--- config.mk ---
export PLATFORM = sky130hd
export DESIGN_NAME = two_stacks_one_memory_unit
export DESIGN_NICKNAME = d
export VERILOG_FILES = /design/src/rtl/core/tsom_pkg.sv /design/src/rtl/core/tsom_ram.sv /design/src/rtl/core/tsom_ctrl.sv /design/src/rtl/core/tsom_dp.sv /design/src/rtl/core/two_stacks_one_memory_unit.sv
export VERILOG_INCLUDE_DIRS = /design/src /design/src/rtl/core
export SDC_FILE = /design/constraint.sdc
export NUM_CORES = 1
export LEC_CHECK = 0
export BUFFER_PORTS_ARGS = -buffer_cell sky130_fd_sc_hd__buf_2
export CAP_MARGIN = 20
export CELL_PAD_IN_SITES_DETAIL_PLACEMENT = 0
export CELL_PAD_IN_SITES_GLOBAL_PLACEMENT = 1
export CORE_MARGIN = 2
export CORE_UTILIZATION = 53
export DETAILED_ROUTE_END_ITERATION = 12
export HOLD_SLACK_MARGIN = 0.02
export PLACE_DENSITY = 0.91
export SETUP_SLACK_MARGIN = 0.15
export SYNTH_ARGS = -nofsm -noshare
export SYNTH_HDL_FRONTEND = slang
export SYNTH_SLANG_ARGS = --single-unit
export TNS_END_PERCENT = 30
--- constraint.sdc ---
create_clock -name clk_i -period 6.1 [get_ports clk_i]
set_clock_uncertainty 0.2 [all_clocks]
set_input_delay 1.22 -clock clk_i [delete_from_list [all_inputs] [get_ports clk_i]]
set_output_delay 1.22 -clock clk_i [all_outputs]
set_load 0.005 [all_outputs]
--- src/rtl/core/two_stacks_one_memory_unit_defines.svh ---
// Assertion macros shared by the stack unit modules.
`ifndef TWO_STACKS_ONE_MEMORY_UNIT_DEFINES_SVH
`define TWO_STACKS_ONE_MEMORY_UNIT_DEFINES_SVH

// Same-cycle implication, disabled while reset is asserted.
`define TSOM_ASSERT_IF(name, clk, rst_n, pre, post) \
  name: assert property (@(posedge clk) disable iff (!rst_n) (pre) |-> (post)) \
    else $error("assertion failed");

// Next-cycle implication, disabled while reset is asserted.
`define TSOM_ASSERT_NEXT(name, clk, rst_n, pre, post) \
  name: assert property (@(posedge clk) disable iff (!rst_n) (pre) |=> (post)) \
    else $error("assertion failed");

`endif

--- src/rtl/core/tsom_pkg.sv ---
`default_nettype none

package tsom_pkg;

  localparam int unsigned DefaultCapacity = 16;
  localparam int unsigned DataW = 32;
  localparam int unsigned CountW = 5;

  typedef enum logic [2:0] {
    CmdPushOne = 3'd0,
    CmdPopOne  = 3'd1,
    CmdPeekOne = 3'd2,
    CmdPushTwo = 3'd3,
    CmdPopTwo  = 3'd4,
    CmdPeekTwo = 3'd5
  } cmd_e;

  typedef enum logic [1:0] {
    StsOk        = 2'd0,
    StsOverflow  = 2'd1,
    StsUnderflow = 2'd2
  } status_e;

  typedef enum logic [1:0] {
    StIdle   = 2'd0,
    StAccess = 2'd1,
    StFinish = 2'd2
  } state_e;

  typedef struct packed {
    logic [2:0]              command;
    logic signed [DataW-1:0] push_value;
  } in_t;

  typedef struct packed {
    logic signed [DataW-1:0] read_value;
    logic [1:0]              status;
    logic [CountW-1:0]       count_one;
    logic [CountW-1:0]       count_two;
  } out_t;

  typedef struct packed {
    logic load_in;
    logic access;
    logic load_out;
  } dp_cmd_t;

  typedef struct packed {
    logic out_free;
  } dp_sts_t;

endpackage

`default_nettype wire

--- src/rtl/core/tsom_ram.sv ---
`default_nettype none

module tsom_ram #(
  parameter int unsigned Width = 32,
  parameter int unsigned Depth = 16
) (
  input  wire logic                     clk_i,
  input  wire logic                     we_i,
  input  wire logic                     re_i,
  input  wire logic [$clog2(Depth)-1:0] addr_i,
  input  wire logic [Width-1:0]         wdata_i,
  output logic      [Width-1:0]         rdata_o
);

  logic [Width-1:0] mem_q [Depth];
  logic [Width-1:0] rdata_q;

  always_ff @(posedge clk_i) begin
    if (we_i) begin
      mem_q[addr_i] <= wdata_i;
    end
    if (re_i) begin
      rdata_q <= mem_q[addr_i];
    end
  end

  assign rdata_o = rdata_q;

endmodule

`default_nettype wire

--- src/rtl/core/tsom_ctrl.sv ---
`default_nettype none
`include "two_stacks_one_memory_unit_defines.svh"

module tsom_ctrl (
  input  wire logic              clk_i,
  input  wire logic              rst_ni,
  input  wire logic              in_valid_i,
  output logic                   in_ready_o,
  output tsom_pkg::dp_cmd_t      cmd_o,
  input  wire tsom_pkg::dp_sts_t sts_i
);

  import tsom_pkg::*;

  state_e state_q, state_d;

  always_ff @(posedge clk_i or negedge rst_ni) begin
    if (!rst_ni) begin
      state_q <= StIdle;
    end else begin
      state_q <= state_d;
    end
  end

  always_comb begin
    state_d = state_q;
    case (state_q)
      StIdle: begin
        if (in_valid_i) begin
          state_d = StAccess;
        end
      end
      StAccess: begin
        state_d = StFinish;
      end
      StFinish: begin
        if (sts_i.out_free) begin
          state_d = StIdle;
        end
      end
      default: begin
        state_d = StIdle;
      end
    endcase
  end

  always_comb begin
    in_ready_o     = 1'b0;
    cmd_o          = '0;
    case (state_q)
      StIdle: begin
        in_ready_o    = 1'b1;
        cmd_o.load_in = in_valid_i;
      end
      StAccess: begin
        cmd_o.access = 1'b1;
      end
      StFinish: begin
        cmd_o.load_out = sts_i.out_free;
      end
      default: begin
        in_ready_o = 1'b0;
      end
    endcase
  end

  `TSOM_ASSERT_NEXT(a_accept_access, clk_i, rst_ni, in_valid_i && in_ready_o, state_q == StAccess)
  `TSOM_ASSERT_NEXT(a_access_finish, clk_i, rst_ni, state_q == StAccess, state_q == StFinish)
  `TSOM_ASSERT_IF(a_load_room, clk_i, rst_ni, cmd_o.load_out, sts_i.out_free)

endmodule

`default_nettype wire

--- src/rtl/core/tsom_dp.sv ---
`default_nettype none
`include "two_stacks_one_memory_unit_defines.svh"

module tsom_dp #(
  parameter int unsigned Capacity = tsom_pkg::DefaultCapacity
) (
  input  wire logic              clk_i,
  input  wire logic              rst_ni,
  input  wire tsom_pkg::in_t     in_req_i,
  output logic                   out_valid_o,
  input  wire logic              out_ready_i,
  output tsom_pkg::out_t         out_res_o,
  input  wire tsom_pkg::dp_cmd_t cmd_i,
  output tsom_pkg::dp_sts_t      sts_o
);

  import tsom_pkg::*;

  localparam int unsigned CntW = $clog2(Capacity + 1);
  localparam int unsigned AddrW = $clog2(Capacity);
  localparam logic [CntW-1:0] CapCnt = CntW'(Capacity);
  localparam logic [CntW:0] CapSum = (CntW + 1)'(Capacity);

  logic [2:0]       cmd_q;
  logic [DataW-1:0] val_q;
  logic [CntW-1:0]  depth_one_q, depth_one_d;
  logic [CntW-1:0]  depth_two_q, depth_two_d;
  status_e          status_q, status_d;
  logic             rd_ok_q, rd_ok_d;
  logic             out_valid_q, out_valid_d;
  out_t             out_q;

  logic [CntW:0]    depth_sum;
  logic             full;
  logic             mem_we;
  logic             mem_re;
  logic [CntW-1:0]  addr_cnt;
  logic [DataW-1:0] mem_rdata;

  assign depth_sum = {1'b0, depth_one_q} + {1'b0, depth_two_q};
  assign full = depth_sum >= CapSum;

  always_comb begin
    depth_one_d = depth_one_q;
    depth_two_d = depth_two_q;
    status_d    = StsOk;
    rd_ok_d     = 1'b0;
    mem_we      = 1'b0;
    mem_re      = 1'b0;
    addr_cnt    = '0;
    if (cmd_i.access) begin
      case (cmd_q)
        CmdPushOne: begin
          if (full) begin
            status_d = StsOverflow;
          end else begin
            mem_we      = 1'b1;
            addr_cnt    = depth_one_q;
            depth_one_d = depth_one_q + CntW'(1);
          end
        end
        CmdPushTwo: begin
          if (full) begin
            status_d = StsOverflow;
          end else begin
            mem_we      = 1'b1;
            addr_cnt    = CapCnt - CntW'(1) - depth_two_q;
            depth_two_d = depth_two_q + CntW'(1);
          end
        end
        CmdPopOne, CmdPeekOne: begin
          if (depth_one_q == '0) begin
            status_d = StsUnderflow;
          end else begin
            mem_re   = 1'b1;
            rd_ok_d  = 1'b1;
            addr_cnt = depth_one_q - CntW'(1);
            if (cmd_q == CmdPopOne) begin
              depth_one_d = depth_one_q - CntW'(1);
            end
          end
        end
        CmdPopTwo, CmdPeekTwo: begin
          if (depth_two_q == '0) begin
            status_d = StsUnderflow;
          end else begin
            mem_re   = 1'b1;
            rd_ok_d  = 1'b1;
            addr_cnt = CapCnt - depth_two_q;
            if (cmd_q == CmdPopTwo) begin
              depth_two_d = depth_two_q - CntW'(1);
            end
          end
        end
        default: begin
          status_d = StsOk;
        end
      endcase
    end
  end

  tsom_ram #(
    .Width(DataW),
    .Depth(Capacity)
  ) u_ram (
    .clk_i  (clk_i),
    .we_i   (mem_we),
    .re_i   (mem_re),
    .addr_i (addr_cnt[AddrW-1:0]),
    .wdata_i(val_q),
    .rdata_o(mem_rdata)
  );

  assign out_valid_d = cmd_i.load_out ? 1'b1 : (out_ready_i ? 1'b0 : out_valid_q);

  always_ff @(posedge clk_i or negedge rst_ni) begin
    if (!rst_ni) begin
      depth_one_q <= '0;
      depth_two_q <= '0;
      out_valid_q <= 1'b0;
    end else begin
      depth_one_q <= depth_one_d;
      depth_two_q <= depth_two_d;
      out_valid_q <= out_valid_d;
    end
  end

  always_ff @(posedge clk_i) begin
    if (cmd_i.load_in) begin
      cmd_q <= in_req_i.command;
      val_q <= in_req_i.push_value;
    end
    if (cmd_i.access) begin
      status_q <= status_d;
      rd_ok_q  <= rd_ok_d;
    end
    if (cmd_i.load_out) begin
      out_q.read_value <= rd_ok_q ? $signed(mem_rdata) : '0;
      out_q.status     <= status_q;
      out_q.count_one  <= CountW'(depth_one_q);
      out_q.count_two  <= CountW'(depth_two_q);
    end
  end

  assign out_valid_o    = out_valid_q;
  assign out_res_o      = out_q;
  assign sts_o.out_free = !out_valid_q || out_ready_i;

  `TSOM_ASSERT_IF(a_depth_bound, clk_i, rst_ni, 1'b1, depth_sum <= CapSum)
  `TSOM_ASSERT_NEXT(a_depth_hold, clk_i, rst_ni, !cmd_i.access, $stable(depth_one_q) && $stable(depth_two_q))
  `TSOM_ASSERT_IF(a_write_room, clk_i, rst_ni, mem_we, !full)

endmodule

`default_nettype wire

--- src/rtl/core/two_stacks_one_memory_unit.sv ---
// Two LIFO stacks in one shared memory of Capacity words. Stack one grows up
// from word zero and stack two grows down from the last word.
// The request channel (in_valid_i, in_ready_o, in_req_i) carries a command
// and a value to push. The result channel (out_valid_o, out_ready_i,
// out_res_o) returns one result per request: the word popped or peeked, a
// status, and both stack sizes after the command.
// A request passes through capture, one access of the single-port memory
// with the size update, and the registered read into the output register.
// A new request is taken only after the previous one has loaded its result
// into the output register.
// The output register holds a result while the receiver stalls, and the next
// request is still accepted and worked on; it waits to load its result until
// the previous one has been taken.
// Reset clears both stack sizes and the output valid. Memory contents are
// not cleared, since a stack reads only words that it has pushed.
`default_nettype none

module two_stacks_one_memory_unit #(
  parameter int unsigned Capacity = tsom_pkg::DefaultCapacity
) (
  input  wire logic           clk_i,
  input  wire logic           rst_ni,
  input  wire logic           in_valid_i,
  output logic                in_ready_o,
  input  wire tsom_pkg::in_t  in_req_i,
  output logic                out_valid_o,
  input  wire logic           out_ready_i,
  output tsom_pkg::out_t      out_res_o
);

  import tsom_pkg::*;

  dp_cmd_t dp_cmd;
  dp_sts_t dp_sts;

  tsom_ctrl u_ctrl (
    .clk_i     (clk_i),
    .rst_ni    (rst_ni),
    .in_valid_i(in_valid_i),
    .in_ready_o(in_ready_o),
    .cmd_o     (dp_cmd),
    .sts_i     (dp_sts)
  );

  tsom_dp #(
    .Capacity(Capacity)
  ) u_dp (
    .clk_i      (clk_i),
    .rst_ni     (rst_ni),
    .in_req_i   (in_req_i),
    .out_valid_o(out_valid_o),
    .out_ready_i(out_ready_i),
    .out_res_o  (out_res_o),
    .cmd_i      (dp_cmd),
    .sts_o      (dp_sts)
  );

endmodule

`default_nettype wire
=== Word-level counts from Yosys, hierarchy flattened ===
Memory sizes are Yosys's and may differ from the RTL's. A register that Yosys moved wholly into a read port is not among the register bits.
Cells that the tools add are included.

* Flip-flop bits (word level): 95
* Bits in writable memories: 512
* Output and inout bits: 46
* Memories kept: 1

{| class="wikitable"
|+ Memory list
! name !! depth !! width !! rd ports !! clocked after Yosys merged registers in !! wr ports !! RTL line !! RTL
|-
| u_dp.u_ram.mem_q || 16 || 32 || 1 || 1 || 1 || tsom_ram.sv:15 || <nowiki>logic [Width-1:0] mem_q [Depth];</nowiki>
|}

* Add/subtract/negate cells: 7
* $lt $le $gt $ge: 1
* Equality and inequality tests: 15
* Multiplexer cells: 36
* Reductions and logical operators: 15

{| class="wikitable"
|+ Operators with widths
! cell !! number
|-
| 5-bit 2-to-1 mux || 6
|-
| 4-bit 2-to-1 mux || 5
|-
| 5-bit case mux with 2 select lines || 2
|-
| 4-bit case mux with 4 select lines || 1
|-
| 1-bit 2-to-1 mux || 15
|-
| 2-bit case mux with 3 select lines || 2
|-
| 5-bit by 1-bit adder with 5-bit output (second input constant) || 2
|-
| 5-bit zero test || 2
|-
| 2-bit inequality test (second input constant) || 5
|-
| 5-bit AND reduction || 2
|-
| 5-bit by 1-bit subtractor with 5-bit output (second input constant) || 2
|-
| 2-bit 2-to-1 mux || 4
|-
| 5-bit by 5-bit adder with 6-bit output || 1
|-
| 3-bit by 2-bit == test with 1-bit output (second input constant) || 2
|-
| 3-bit == test (second input constant) || 2
|-
| 6-bit by 5-bit greater-or-equal comparator with 1-bit output (second input constant) || 1
|-
| 2-bit by 1-bit inequality test with 1-bit output (second input constant) || 3
|-
| 2-bit nonzero test || 3
|-
| 2-bit OR reduction || 3
|-
| 1-bit by 4-bit subtractor with 4-bit output (first input constant) || 1
|-
| 4-bit subtractor (first input constant) || 1
|-
| 3-bit by 1-bit == test with 1-bit output (second input constant) || 1
|-
| 3-bit zero test || 1
|-
| 2-bit by 1-bit == test with 1-bit output (second input constant) || 1
|-
| other kinds (6) || 6
|}

=== Longest topological paths before layout ===
Gate-level depths: netlist of run 1.

* Depth after elaboration: 7
* Mapped depth: 13
* Depth with buffers taken out: 9

=== By module ===
From an unflattened synthesis of run 1, not the netlist that was laid out.

* Cells, all modules: 1092
* Area total of the unflattened synthesis: 24106.9 um^2

{| class="wikitable"
|+ By module, submodules not included
! module !! times used !! cells an instance !! area an instance (um^2) !! sequential area each (um^2)
|-
| tsom_ram || 1 || 840 || 20183.1 || 16335.7
|-
| tsom_dp || 1 || 243 || 3828.7 || 2737.6
|-
| tsom_ctrl || 1 || 9 || 95.1 || 50.0
|}

=== Least setup slack after synthesis of run 1 ===
No wires, ideal clock.

* Kind: reg2reg
* From: register u_dp.depth_two_q[0]
* To: memory u_dp.u_ram.mem_q[0][0], enable pin
* Data arrival time: 3762 ps
* Setup slack: 1717 ps
* Cell stages (with the launch flop): 12
* Path buffers: 3
* Cells stage by stage: dfrtp_1 inv_1 ha_1 or4b_4 and2_4 o2bb2ai_1 buf_4 o31ai_4 buf_4 buf_4 nand2_1 nor2_1

* Word-level cells in the longest chain between the ends: 7
* Elaborated cells on any way between the ends: 15
* Classes of those cells: add/sub: 3; order compare: 1; mux: 10; reduce/logical: 1

{| class="wikitable"
|+ Ends and longest elaborated chain
! element !! RTL line !! RTL
|-
| start: declaration || tsom_dp.sv:27 || <nowiki>logic [CntW-1:0] depth_two_q, depth_two_d;</nowiki>
|-
| start signal: assignment || tsom_dp.sv:123 || <nowiki>depth_two_q <= depth_two_d;</nowiki>
|-
| 5-bit by 5-bit adder with 6-bit output || tsom_dp.sv:40 || <nowiki>assign depth_sum = {1'b0, depth_one_q} + {1'b0, depth_two_q};</nowiki>
|-
| 6-bit by 5-bit greater-or-equal comparator with 1-bit output || tsom_dp.sv:41 || <nowiki>assign full = depth_sum >= CapSum;</nowiki>
|-
| 1-bit 2-to-1 mux || tsom_dp.sv:54, tsom_dp.sv:63 ||
|-
| 1-bit 2-to-1 mux || - ||
|-
| 1-bit 2-to-1 mux || tsom_dp.sv:51 || <nowiki>if (cmd_i.access) begin</nowiki>
|-
| 1-bit 2-to-1 mux || tsom_ram.sv:19 || <nowiki>if (we_i) begin</nowiki>
|-
| 1-bit 2-to-1 mux (implied by the code) || tsom_ram.sv:20 || <nowiki>mem_q[addr_i] <= wdata_i;</nowiki>
|-
| end: declaration || tsom_ram.sv:15 ||
|}

Several ways; a longest one is shown, not always the timed one.

=== Worst setup path after layout of run 1 ===
* From: register u_dp.depth_one_q[2]
* To: memory u_dp.u_ram.mem_q[9][9], enable pin

* Word-level cells in the longest chain between the ends: 7
* Elaborated cells on any way between the ends: 14
* Classes of those cells: add/sub: 2; order compare: 1; mux: 10; reduce/logical: 1

{| class="wikitable"
|+ Ends and longest elaborated chain
! element !! RTL line !! RTL
|-
| start: declaration || tsom_dp.sv:26 || <nowiki>logic [CntW-1:0] depth_one_q, depth_one_d;</nowiki>
|-
| start signal: assignment || tsom_dp.sv:122 || <nowiki>depth_one_q <= depth_one_d;</nowiki>
|-
| 5-bit by 5-bit adder with 6-bit output || tsom_dp.sv:40 ||
|-
| 6-bit by 5-bit greater-or-equal comparator with 1-bit output || tsom_dp.sv:41 ||
|-
| 1-bit 2-to-1 mux || tsom_dp.sv:54, tsom_dp.sv:63 ||
|-
| 1-bit 2-to-1 mux || - ||
|-
| 1-bit 2-to-1 mux || tsom_dp.sv:51 ||
|-
| 1-bit 2-to-1 mux || tsom_ram.sv:19 ||
|-
| 1-bit 2-to-1 mux (implied by the code) || tsom_ram.sv:20 ||
|}

Several ways; a longest one is shown, not always the timed one.

==> results of run 1 <==
## state kept, by name, summed over array words and instances, names as in the netlist
signal	count
u_dp.cmd_q	3
u_dp.out_valid_o	1
u_dp.u_ram.rdata_o	32
u_dp.depth_two_q	5
u_dp.out_res_o	44
u_dp.depth_one_q	5
u_dp.u_ram.mem_q	512
u_dp.val_q	32
u_ctrl.state_q	2
u_dp.status_q	2
u_dp.rd_ok_q	1
## area by class of cell
class,count,share of cell area
Clock buffer,78,0.0570
Clock inverter,33,0.0108
Inverter,9,0.00121
Multi-Input combinational cell,812,0.187
Sequential cell,639,0.686
Tap cell,607,0.0272
Timing Repair Buffer,119,0.0309
## cell usage in the layout (no fill, tap or decap), types with 25 or more instances in the layout
cell / n
a21oi_1: 136
a221oi_1: 32
a22o_1: 96
and2_1: 34
buf_2: 84
buf_4: 25
clkbuf_16: 61
edfxtp_1: 626
nand3_1: 130
o2111ai_1: 32
o21ai_0: 145
o21ai_1: 86
## layer usage
metal | vias up | global-route usage | routed length (um)
met5 | - | 0 | 0
met4 | 0 | 0.103 | 2210
met3 | 163 | 0.0471 | 5850
met2 | 925 | 0.390 | 28000
met1 | 7464 | 0.340 | 23000
li1 | 6407 | - | -
## power groups by stage
| stage | sequential (W) | combinational (W) | clock, W |
|---|---|---|---|
| after floorplan | 0.00541 | 0.00154 | 0 |
| after global placement | 0.00550 | 0.00218 | 0 |
| after detailed placement | 0.00552 | 0.00224 | 0 |
| after CTS | 0.00543 | 0.00225 | 0.00364 |
| after global routing | 0.00546 | 0.00246 | 0.00380 |
| final | 0.00543 | 0.00227 | 0.00359 |
## worst paths after layout
| path | endpoint | start | cells past startpoint | slack (ns) |
|---|---|---|---|---|
| setup / recovery | u_dp.u_ram.mem_q[9][9] | u_dp.depth_one_q[2] | 9 | 1.45 |
| hold / removal | u_dp.out_res_o[11] | u_dp.status_q[1] | 0 | 0.22 |
| setup reg to reg | u_dp.u_ram.mem_q[9][9] | u_dp.depth_one_q[2] | 9 | 1.45 |
| hold reg to reg | u_dp.out_res_o[11] | u_dp.status_q[1] | 0 | 0.22 |
| max in group asynchronous | u_dp.depth_one_q[4] | rst_ni | 1 | 5.16 |
| min in group asynchronous | u_dp.depth_two_q[4] | rst_ni | 1 | 0.29 |
## kinds of logic (layout without fill, tap and decap cells)
kind of cell             Yosys count  count (layout)  share of synthesized area
flip-flops                       639             639                      0.774
XOR/XNOR                          15              15                    0.00532
buffers and inverters            129             239                     0.0238
AO/OA/AOI/OAI                    544             544                      0.137
AND/OR/NAND/NOR                  238             238                     0.0519
adder cells (fa/ha/maj)           12              12                    0.00638
multiplexers                       3               3                    0.00127
## per-stage QoR
step | utilization | setup WS (ns) | power (W) | instance area (um^2) | std cells
global route | 0.603 | 1.18 | 0.0117 | 27900 | 2297
finish | 0.603 | 1.45 | 0.0113 | 27900 | 2297
floorplan | - | 1.72 | 0.00695 | 24700 | 1580
detailed placement | 0.561 | 1.50 | 0.00776 | 26000 | 2185
global placement | 0.557 | 1.58 | 0.00769 | 25800 | 2177
CTS | 0.602 | 1.47 | 0.0113 | 27900 | 2296
## critical path, stage by stage (launching register included)
cell and delay [ns]:
dfrtp_1 0.56, ha_1 0.32, and4_1 0.22, o21ai_1 0.33, nand2_1 0.15, o221ai_1 0.61, and3_1 0.25, buf_4 0.39
inv_1 0.28, nor2_4 0.94
==> impl_metrics.py, run 1 <==
metrics = {
    "sta": {
        "max_slew_margin": 0.240,
        "hold_viol_final": 0,
        "rsz0062_at_grt": "false",
        "fmax_mhz": 215,
        "min_period_over_period": 0.762,
        "setup_viol": 0,
        "min_period_ns": 4.65,
        "tightest_slew_ns": 1.14,
        "whs_ns": 0.221,
        "maxSlewViolCount": 0,
        "fin_setup_tns_ns": 0,
    },
    "synthesis": {
        "syn-num-nets": 1631,
        "synth_largest_area_cell": "edfxtp_1",
        "synthCells": 1580,
        "synth_edf_count": 626,
        "ys_types": 53,
        "yosysSeqAreaShare": 0.774,
        "syn_area_um2": 24700,
        "synth_top_cell_area_share": 0.761,
        "synth_area_leaders": "edfxtp_1, a22o_1, o21ai_0, a21oi_1, nand3_1",
        "ys.flop_type": "edfxtp_1",
        "netlist_top_cells_count": "edfxtp_1, o21ai_0, a21oi_1, nand3_1, a22o_1",
        "async_flop_share": 0.0203,
        "yosysMostFrequentCell": "edfxtp_1",
        "syn_area_per_cell_um2": 15.6,
        "ys_seq_elements": 639,
        "ys_warn_count": 0,
    },
    "floorplan": {
        "ios": 85,
        "fp.coreArea_um2": 46300,
        "die_h_um": 220,
        "die_w_um": 220,
        "num_rows": 79,
        "die-area_um2": 48300,
        "start_util": 0.534,
    },
    "placement": {
        "hpwl_um": 31200,
        "gp_congestion": 0.810,
        "place.port_buffers": 84,
    },
    "worst_setup_path": {
        "crit_path_start_kind": "register",
        "path_class": "reg -> reg",
        "cp-end-kind": "register",
        "cp.required_ns": 6.13,
        "critPathArrivalTime_ns": 4.68,
        "crit_fanout": 33,
    },
    "layout": {
        "multi_input_area_um2": 5220,
        "nets": 1692,
        "fillers": 3357,
        "final-seq-area_um2": 19100,
        "drive_gt1_frac": 0.140,
        "syn_to_final_growth_pct": 12.9,
        "antenna_cells": 0,
    },
    "grt": {
        "grt_pass1_vias": 14900,
        "grt_pass1_wl_um": 89600,
        "grt.total_usage": 0.247,
        "antenna_found_initial": 0,
        "grt_overflow": 0,
        "grt_max_degree": 74,
    },
    "power": {
        "p_sw_frac": 0.300,
        "pwr-share-seq": 0.481,
        "power_frac_clock": 0.318,
        "ir_drop_mv": 0.350,
        "p_leak_nw": 9.27,
        "combPwrFrac": 0.201,
        "cellInternalPower_w": 0.00790,
        "power_density_nw_per_um2": 405,
        "p_sw_w": 0.00339,
    },
    "clock_tree": {
        "clk_pin_slew_ns": 0.06,
        "h-tree-depth": 2,
        "cts_max_path_buffers": 3,
        "worstSkewPairLatency_ns": 0.65,
        "root_buffer": "clkbuf_16",
        "clock-sinks": 639,
        "numCtsBuffers": 60,
        "cts_tree": "done",
        "postCtsHoldBufs": 0,
        "cts_setup_buffers": 0,
        "cts_resized": 0,
    },
    "drt": {
        "viasPerCell": 6.51,
        "vias": 15000,
        "post_drt_wl_per_cell_um": 25.7,
        "drt_pass1_iterations": 7,
        "ant_nets": 0,
        "drt_iter0_drc": 2481,
        "drcViolationCount": 0,
        "drt_wl_total_um": 59000,
    },
    "job": {
        "cap_violations": 0,
    },
    "run_status": {
        "status": "completed",
    },
    "hold_path": {
        "min_path_type": "reg -> reg",
    },
}
Power figures use the tool's default switching activity.
==> inputs of run 2 (changes only) <==
==> constraint.sdc (replaced) <==
create_clock -name clk_i -period 4.45 [get_ports clk_i]
set_clock_uncertainty 0.2 [all_clocks]
set_input_delay 0.89 -clock clk_i [delete_from_list [all_inputs] [get_ports clk_i]]
set_output_delay 0.89 -clock clk_i [all_outputs]
set_load 0.005 [all_outputs]
==> run 2 against run 1 <==
  * Critical path type unchanged
  * Maximum frequency up 15%
  * Final cell count increased by 0.91%
  * Highest routed layer unchanged
  * Worst hold slack improved by 0.014 ns
  * Sequential power increased by 36%
  * Global-route usage grew 0.26 points
  * Clock power is 46% higher
  * Critical endpoint is now u_dp.u_ram.mem_q[11][22]
  * Clock-buffer cell count is 7 lower
  * Worst setup slack got worse by 1.0 ns
  * Via count grew 0.55%
==> impl_metrics.py, run 2 (synthesis results as in run 1) <==
metrics = {
    "worst_setup_path": {
        "cp.required_ns": 4.54,
        "path_class": "reg -> reg",
        "critPathArrivalTime_ns": 4.13,
        "crit_fanout": 21,
        "cp-end-kind": "register",
        "crit_path_start_kind": "register",
    },
    "drt": {
        "vias": 15000,
        "drcViolationCount": 0,
        "viasPerCell": 6.49,
        "ant_nets": 0,
        "drt_pass1_iterations": 7,
        "post_drt_wl_per_cell_um": 25.9,
        "drt_wl_total_um": 60100,
        "drt_iter0_drc": 2265,
    },
    "grt": {
        "grt_pass1_vias": 14400,
        "grt_max_degree": 129,
        "antenna_found_initial": 0,
        "grt.total_usage": 0.249,
        "grt_pass1_wl_um": 89400,
        "grt_overflow": 0,
    },
    "placement": {
        "place.port_buffers": 84,
        "gp_congestion": 0.857,
        "placed_cell_area_um2": 26100,
        "hpwl_um": 30700,
    },
    "floorplan": {
        "num_rows": 79,
        "die-area_um2": 48300,
        "start_util": 0.534,
        "die_h_um": 220,
        "ios": 85,
        "fp.coreArea_um2": 46300,
        "die_w_um": 220,
    },
    "power": {
        "ir_drop_mv": 0.601,
        "power_density_nw_per_um2": 564,
        "p_leak_nw": 9.43,
    },
    "clock_tree": {
        "cts_resized": 0,
        "cts_setup_buffers": 0,
        "numCtsBuffers": 61,
        "worstSkewPairLatency_ns": 0.62,
        "h-tree-depth": 2,
        "clk_pin_slew_ns": 0.06,
        "cts_max_path_buffers": 3,
        "cts_tree": "done",
        "clock-sinks": 639,
        "postCtsHoldBufs": 1,
        "root_buffer": "clkbuf_16",
    },
    "layout": {
        "layout_commonest_cell": "edfxtp_1",
        "largest_reg_flops": 512,
        "nets": 1709,
        "antenna_cells": 0,
        "final_cell_mix": "edfxtp_1, o21ai_0, a21oi_1",
        "regMostFlops": "u_dp.u_ram.mem_q",
        "syn_to_final_growth_pct": 14.2,
        "final_area_um2": 28200,
        "drive_gt1_frac": 0.157,
    },
    "sta": {
        "min_period_over_period": 0.907,
        "maxSlewViolCount": 0,
        "min_period_ns": 4.04,
        "fin_setup_tns_ns": 0,
        "fmax_mhz": 248,
        "tightest_slew_ns": 0.989,
        "setup_viol": 0,
        "rsz0062_at_grt": "false",
        "hold_viol_final": 0,
        "max_slew_margin": 0.341,
    },
    "hold_path": {
        "min_path_type": "reg -> reg",
    },
    "job": {
        "cap_violations": 0,
    },
    "run_status": {
        "status": "completed",
    },
}
-- run 2: cell types whose count changed in the layout (fill, tap and decap cells not counted), sizes merged --
cell | before | now
bufinv | 4 | 8
buf | 119 | 134
clkinv | 29 | 28
clkinvlp | 0 | 5
inv | 9 | 13
dlygate4sd3 | 0 | 1
clkbuf | 78 | 71
-- run 2: area by class of cell --
class / count / area (um^2)
flip-flops and latches: 639 / 19100
fillers: 3270 / 18100
multi-input cells: 812 / 5220
clock buffers: 71 / 1610
repair buffers: 135 / 1020
well taps: 607 / 759
clock inverters: 45 / 438
inverters: 9 / 33.8
-- run 2: power breakdown --
group          internal (W)  switching (W)
Sequential          0.00710       0.000305
Combinational       0.00104        0.00221
Clock               0.00305        0.00220
-- run 2: worst paths after layout --
check | slack, ns | endpoint | start | depth (start not counted)
max | 0.41 | u_dp.u_ram.mem_q[11][22] | u_dp.cmd_q[1] | 7
max in group asynchronous | 3.29 | u_dp.depth_one_q[3] | rst_ni | 2
min reg2reg | 0.24 | u_dp.out_res_o[11] | u_dp.status_q[1] | 0
min | 0.24 | u_dp.out_res_o[11] | u_dp.status_q[1] | 0
min in group asynchronous | 0.51 | u_ctrl.state_q[0] | rst_ni | 2
max reg2reg | 0.41 | u_dp.u_ram.mem_q[11][22] | u_dp.cmd_q[1] | 7
-- run 2: through the flow --
step                utilization  setup slack, ns  power (W)  hold slack, ns  instances
floorplan                     -           0.0669    0.00953           0.200       1580
global placement          0.565            0.593     0.0106           0.211       2201
detailed placement        0.565            0.511     0.0107           0.214       2201
CTS                       0.609            0.475     0.0159           0.221       2318
global route              0.609            0.186     0.0165           0.213       2318
finish                    0.609            0.413     0.0159           0.236       2318
-- run 2: critical path: stages, from the launching register on --
cell and delay (ns):
edfxtp_1 0.54, nor2b_1 0.61, nand2_1 0.30, o22ai_1 0.46
o21ai_4 0.12, nand3b_1 0.31, nor2_4 0.78, buf_4 0.37
-- run 2: layer usage --
layer / vias to the layer above / global-route usage / part of all wire
met5: - / 0 / 0
met4: 0 / 0.0770 / 0.028
met3: 142 / 0.0562 / 0.11
met2: 1004 / 0.393 / 0.47
met1: 7455 / 0.350 / 0.39
li1: 6441 / - / -
